## src/design/sab_pkg.sv

```systemverilog
// Types, constants and register codes of the scaled alpha blit.
package sab_pkg;

    localparam int DEF_MAX_CANVAS_WIDTH  = 64;
    localparam int DEF_MAX_CANVAS_HEIGHT = 64;
    localparam int DEF_MAX_REPLICATION   = 4;

    localparam int COORD_W    = 8;
    localparam int CHAN_W     = 8;
    localparam int PIX_W      = 3 * CHAN_W;
    localparam int DEST_W     = 6;
    localparam int POS_W      = 9;
    localparam int SCALE_W    = 7;
    localparam int CSIZE_W    = 7;
    localparam int CFG_IDX_W  = 3;
    localparam int CFG_DATA_W = 9;
    // Replication count before saturation, at most eight.
    localparam int REP_CNT_W  = 4;
    // Layer coordinate times scale, in sixteenths of a pixel.
    localparam int PROD_W     = COORD_W + SCALE_W;
    // Canvas position in sixteenths, two's complement.
    localparam int NUM_W      = PROD_W + 2;
    // Whole-pixel canvas position, two's complement.
    localparam int CRD_W      = NUM_W - 4;

    localparam logic [POS_W-1:0]   RST_POS    = '0;
    localparam logic [SCALE_W-1:0] RST_SCALE  = SCALE_W'(16);
    localparam logic [CSIZE_W-1:0] RST_CANVAS = CSIZE_W'(64);

    typedef enum logic [CFG_IDX_W-1:0] {
        CFG_POS_X    = 3'd0,
        CFG_POS_Y    = 3'd1,
        CFG_SCALE_X  = 3'd2,
        CFG_SCALE_Y  = 3'd3,
        CFG_CANVAS_W = 3'd4,
        CFG_CANVAS_H = 3'd5
    } t_cfg_idx;

    typedef struct packed {
        logic [CHAN_W-1:0] red;
        logic [CHAN_W-1:0] green;
        logic [CHAN_W-1:0] blue;
    } t_rgb;

    typedef struct packed {
        logic [COORD_W-1:0] layer_col;
        logic [COORD_W-1:0] layer_row;
        logic [CHAN_W-1:0]  src_red;
        logic [CHAN_W-1:0]  src_green;
        logic [CHAN_W-1:0]  src_blue;
        logic [CHAN_W-1:0]  src_alpha;
    } t_in_item;

    typedef struct packed {
        logic [DEST_W-1:0] dest_col;
        logic [DEST_W-1:0] dest_row;
        logic [CHAN_W-1:0] out_red;
        logic [CHAN_W-1:0] out_green;
        logic [CHAN_W-1:0] out_blue;
        logic              last_write;
    } t_out_item;

endpackage

```

## src/design/sab_blend.sv

```systemverilog
// Alpha blend datapath: registered weighted sums, then division by 255.
module sab_blend
    import sab_pkg::*;
(
    input  logic              i_clk,
    input  logic              i_load,
    input  t_rgb              i_src,
    input  logic [CHAN_W-1:0] i_alpha,
    input  t_rgb              i_old,
    output t_rgb              o_pix
);

    localparam int SUM_W = 2 * CHAN_W;

    logic [SUM_W-1:0] r_sum_r, r_sum_g, r_sum_b;
    logic [SUM_W-1:0] n_sum_r, n_sum_g, n_sum_b;
    logic [CHAN_W-1:0] inv_alpha;

    // Exact floor(x / 255) for any x up to 255 * 255.
    function automatic logic [CHAN_W-1:0] div255(input logic [SUM_W-1:0] x);
        logic [SUM_W:0] t;
        t = (SUM_W + 1)'(x) + (SUM_W + 1)'(1) + (SUM_W + 1)'(x[SUM_W-1:CHAN_W]);
        return t[SUM_W-1:CHAN_W];
    endfunction

    function automatic logic [SUM_W-1:0] wsum(input logic [CHAN_W-1:0] old_c,
                                             input logic [CHAN_W-1:0] src_c,
                                             input logic [CHAN_W-1:0] a,
                                             input logic [CHAN_W-1:0] na);
        return SUM_W'(na) * SUM_W'(old_c) + SUM_W'(a) * SUM_W'(src_c);
    endfunction

    assign inv_alpha = ~i_alpha;

    always_comb begin
        n_sum_r = wsum(i_old.red,   i_src.red,   i_alpha, inv_alpha);
        n_sum_g = wsum(i_old.green, i_src.green, i_alpha, inv_alpha);
        n_sum_b = wsum(i_old.blue,  i_src.blue,  i_alpha, inv_alpha);
    end

    always_ff @(posedge i_clk) begin
        if (i_load) begin
            r_sum_r <= n_sum_r;
            r_sum_g <= n_sum_g;
            r_sum_b <= n_sum_b;
        end
    end

    always_comb begin
        o_pix.red   = div255(r_sum_r);
        o_pix.green = div255(r_sum_g);
        o_pix.blue  = div255(r_sum_b);
    end

endmodule

```

## config.mk

```make
export PLATFORM = sky130hd
export DESIGN_NAME = sab_blend
export DESIGN_NICKNAME = d
export VERILOG_FILES = /design/src/design/sab_pkg.sv /design/src/design/sab_blend.sv
export SDC_FILE = /design/constraint.sdc
export NUM_CORES = 1
export LEC_CHECK = 0
export ABC_AREA = 1
export CAP_MARGIN = 15
export CORE_ASPECT_RATIO = 0.75
export CORE_MARGIN = 10
export CORE_UTILIZATION = 62
export CTS_BUF_LIST = sky130_fd_sc_hd__clkbuf_8
export DETAILED_ROUTE_END_ITERATION = 10
export DONT_BUFFER_PORTS = 1
export GPL_ROUTABILITY_DRIVEN = 0
export PLACE_DENSITY = 0.81
export REMOVE_ABC_BUFFERS = 1
export SYNTH_ARGS = -nofsm -noshare
export SYNTH_HDL_FRONTEND = slang
export SYNTH_SLANG_ARGS = --single-unit
```

## constraint.sdc

```tcl
create_clock -name i_clk -period 5.7 [get_ports i_clk]
set_input_delay 1.425 -clock i_clk [delete_from_list [all_inputs] [get_ports i_clk]]
set_output_delay 1.425 -clock i_clk [all_outputs]
set_load 0.03 [all_outputs]
```

Word-level counts from Yosys, hierarchy flattened
Index checks and enable logic that the tools add are counted.
{"block": "classes", "add_sub_neg": 9, "multipliers": 6, "bitwise": 1}
{"op": "$mul 8x8->16", "count": 6}
{"op": "$add 16x1->16 const B", "count": 3}
{"op": "$add 16x16->16", "count": 3}
{"op": "$add 16x8->16", "count": 3}
{"op": "$not 8->8", "count": 1}
{"block": "word_totals", "ff_bits": 48, "input_bits": 58, "word_cells": 19}

Logic depth before layout (Yosys ltp)
{"block": "logic_depth", "ltp_word": 3, "ltp_mapped": 25, "depth_no_buf": 23}

Worst setup path before layout
Ideal clock, no wire load.
{"block": "synth_timing", "path_type": "in2reg", "start": "input i_alpha[6]", "end": "register r_sum_b[15], data pin", "arrival_ns": 5.922, "required_ns": 5.448, "path_slack_ns": -0.474, "path_stages": 20, "cell_sequence": "buf_2 buf_1 nor2_1 fa_1 inv_1 fa_1 inv_1 fa_1 fa_1 fa_1 inv_1 fa_1 inv_1 ha_1 a21oi_1 nand2_1 a21oi_1 nand2_1 nand2_1 nand2_1"}
{"block": "synth_via", "elab_chain_cells": 3, "word_cells_on_any_way": 4}
{"element": "from (decl)", "line": "sab_blend.sv:8", "text": "input logic [CHAN_W-1:0] i_alpha,"}
{"element": "$not 8->8", "line": "sab_blend.sv:33", "text": "assign inv_alpha = ~i_alpha;"}
{"element": "$mul 8x8->16", "line": "sab_blend.sv:30", "text": "return SUM_W'(na) * SUM_W'(old_c) + SUM_W'(a) * SUM_W'(src_c);"}
{"element": "$add 16x16->16 *", "line": "sab_blend.sv:30"}
{"element": "named net n_sum_b[15]", "line": "sab_blend.sv:16", "text": "logic [SUM_W-1:0] n_sum_r, n_sum_g, n_sum_b;"}
{"element": "to (signal assigned)", "line": "sab_blend.sv:45", "text": "r_sum_b <= n_sum_b;"}
{"element": "to (decl)", "line": "sab_blend.sv:15", "text": "logic [SUM_W-1:0] r_sum_r, r_sum_g, r_sum_b;"}
Mark *: on every way through the listed nets, which the timed path passes. The rest lies on a longest branch.
A chain may end at the register's enable or synchronous reset.

Worst setup path after layout
{"block": "layout_timing", "start": "input i_alpha[5]", "end": "register r_sum_b[15], data pin"}
The elaborated chain is that of the path after synthesis.

==> out/results.txt <==
Post-Syn Instances = 2355
Layout Utilization = 69.1%
Post-Syn Area per Cell = 7.25 um2
Area Overhead vs Synth = 9.53%
CP Capture Type = flip-flop
Largest net degree at the start of global routing = 49
#FFs+latches synth = 48
Initial antenna violation count = 1
Final nets = 2936
DP HPWL = 34600 um
Starting DRT DRC Count = 1266
Gr usage total = 25.1%
Top post-synthesis cells by area = fa_1 34%, inv_1 16%, ha_1 15%
Hold Vio Cnt, Final = 0
Fin. max-slew vios = 0
DR DRC count = 0
Top-count cell post-synth = inv_1
Post-synth cell types = 32
First-pass GRT wire length = 70900 um
Seq/Total Area, Yosys = 8.44%
Effective utilization at floorplan = 63.1%
Post-Route WL = 43600 um
WP data arrival = 5.80 ns
RSZ-0062 raised after global routing = true
Slew @ Worst Pin = 0.597 ns
CP startpoint kind = input port
MaxCap Viol Count = 0
Hold Crit Class = in2reg
Routed via count = 14500
Synth top area share = 33.8%
Placed insts = 2718
Share of layout cells above drive strength 1 = 11.2%
Die Area = 34600 um2
TritonCTS Buffers = 5
Diodes inserted = 0
Clk pin slew, worst setup/hold paths = 0.12 ns
H-tree Lvls = 2
Synthesized area = 17100 um2
Final worst-path cycle share = 99.6%
Sinks on Clock Net = 48
Top cells by count, synth = 731 x inv_1, 628 x nand2_1, 288 x fa_1, 207 x ha_1, 185 x nor2_1
Die Y-Extent = 164 um
Yosys warning count = 0
Core ar. = 27100 um2
Wire per inst = 15.9 um
Max Clk Rate = 176 MHz
Clk buf depth = 2
Total grt overflow = 0
Drt pass-1 iters = 5
Fillers = 2065
Slew headroom = 60.1%
Final Non-Filler Cells = 2735
Vias/cell = 5.30
Critical path class = in2reg
Yosys top cell by area = fa_1
CTS tree = done
Final setup vio count = 0
CTS root buf = clkbuf_8
CP Data Required Time = 5.82 ns
Crit path time final = 5.68 ns
DRT antenna net count = 0
Area of the multi-input gates = 13300 um2
Post-synth EDFFs = 48
Reg area = 1440 um2
Row count = 52
Die W = 212 um
Vias in the first global route = 15200
Status = finished, final reports clean
I/O Pins = 82
CP max FO = 31
PortBufs = 0
Synth async-reset ratio = 0%
Main synth FF type = edfxtp_1
Hold-fix buffer count after cts = 0
-- metrics by stage --
stage | area [um2] | hold WS [ns] | worst slack, ns | TNS (ns)
after global routing | 18700 | 1.17 | -0.140 | -0.946
final | 18700 | 1.16 | 0.0206 | 0
after CTS | 18000 | 1.17 | 0.00222 | 0
after detailed placement | 17800 | 1.54 | -0.490 | -9.84
after global placement | 17800 | 1.54 | -0.370 | -7.18
after floorplan | 16800 | 1.54 | -0.285 | -5.16
-- placed cells by master, fill, tap and decap left out, types with 15 or more instances in the layout --
cell type / count
nor2_1: 161
fa_1: 276
ha_4: 22
edfxtp_1: 48
nand3_1: 64
nand2_2: 53
ha_1: 185
inv_1: 704
nor2_2: 22
buf_4: 74
clkinvlp_4: 15
nand2_1: 577
inv_2: 18
a21oi_1: 19
-- what timing repair did --
action                                  CTS  global route
endpoints found under the setup margin    7            28
pin swaps                                 7            79
endpoints found under the hold margin     0             0
setup buffers                             1             8
gates resized for setup                  18           162
-- cell type report --
class / count / share of cell area [%]
multi-input cells: 1509 / 70.9
inverters: 738 / 15.1
flip-flops and latches: 48 / 7.71
repair buffers: 81 / 3.44
well taps: 351 / 2.35
clock buffers: 5 / 0.368
clock inverters: 3 / 0.100
-- final timing paths --
kind / start / depth (start not counted) / end / slack (ns)
setup / recovery: i_alpha[5] / 21 / r_sum_b[15] / 0.02
hold / removal: i_load / 0 / r_sum_g[13] / 1.16
-- registers in the layout, summed over array words and instances (netlist names) --
register and count:
r_sum_r 16, r_sum_b 16, r_sum_g 16
-- worst max-delay path, cell delays in order --
cell and delay, ns:
clkinvlp_4 0.11, buf_6 0.16, nand2_2 0.06, fa_2 0.44
fa_2 0.54, inv_2 0.04, fa_1 0.55, fa_2 0.45
fa_1 0.48, inv_1 0.05, fa_1 0.52, inv_2 0.05
ha_4 0.23, nand2_2 0.06, nand2_1 0.07, nand2_1 0.09
nand2_2 0.06, a21oi_2 0.17, nand2_1 0.10, nand2_1 0.08
nand2_1 0.04
-- metal layers --
metal | wire length [um] | GRT usage [%] | vias to the layer above
met2 | 20800 | 42.0 | 660
met3 | 4600 | 5.90 | 118
li1 | - | - | 6769
met5 | 0 | 0 | -
met1 | 17000 | 31.8 | 6955
met4 | 1210 | 7.89 | 0
-- cells by family after synthesis --
logic type	share of synthesized area, %
XOR/XNOR	1.23
flip-flops	8.44
adder cells (fa/ha/maj)	48.9
AND/OR/NAND/NOR	22.0
other	0.0220
AO/OA/AOI/OAI	1.67
buffers and inverters	17.7
Power is not shown: default switching activity piles up to over one toggle a cycle in this logic, so the estimate is an artifact.
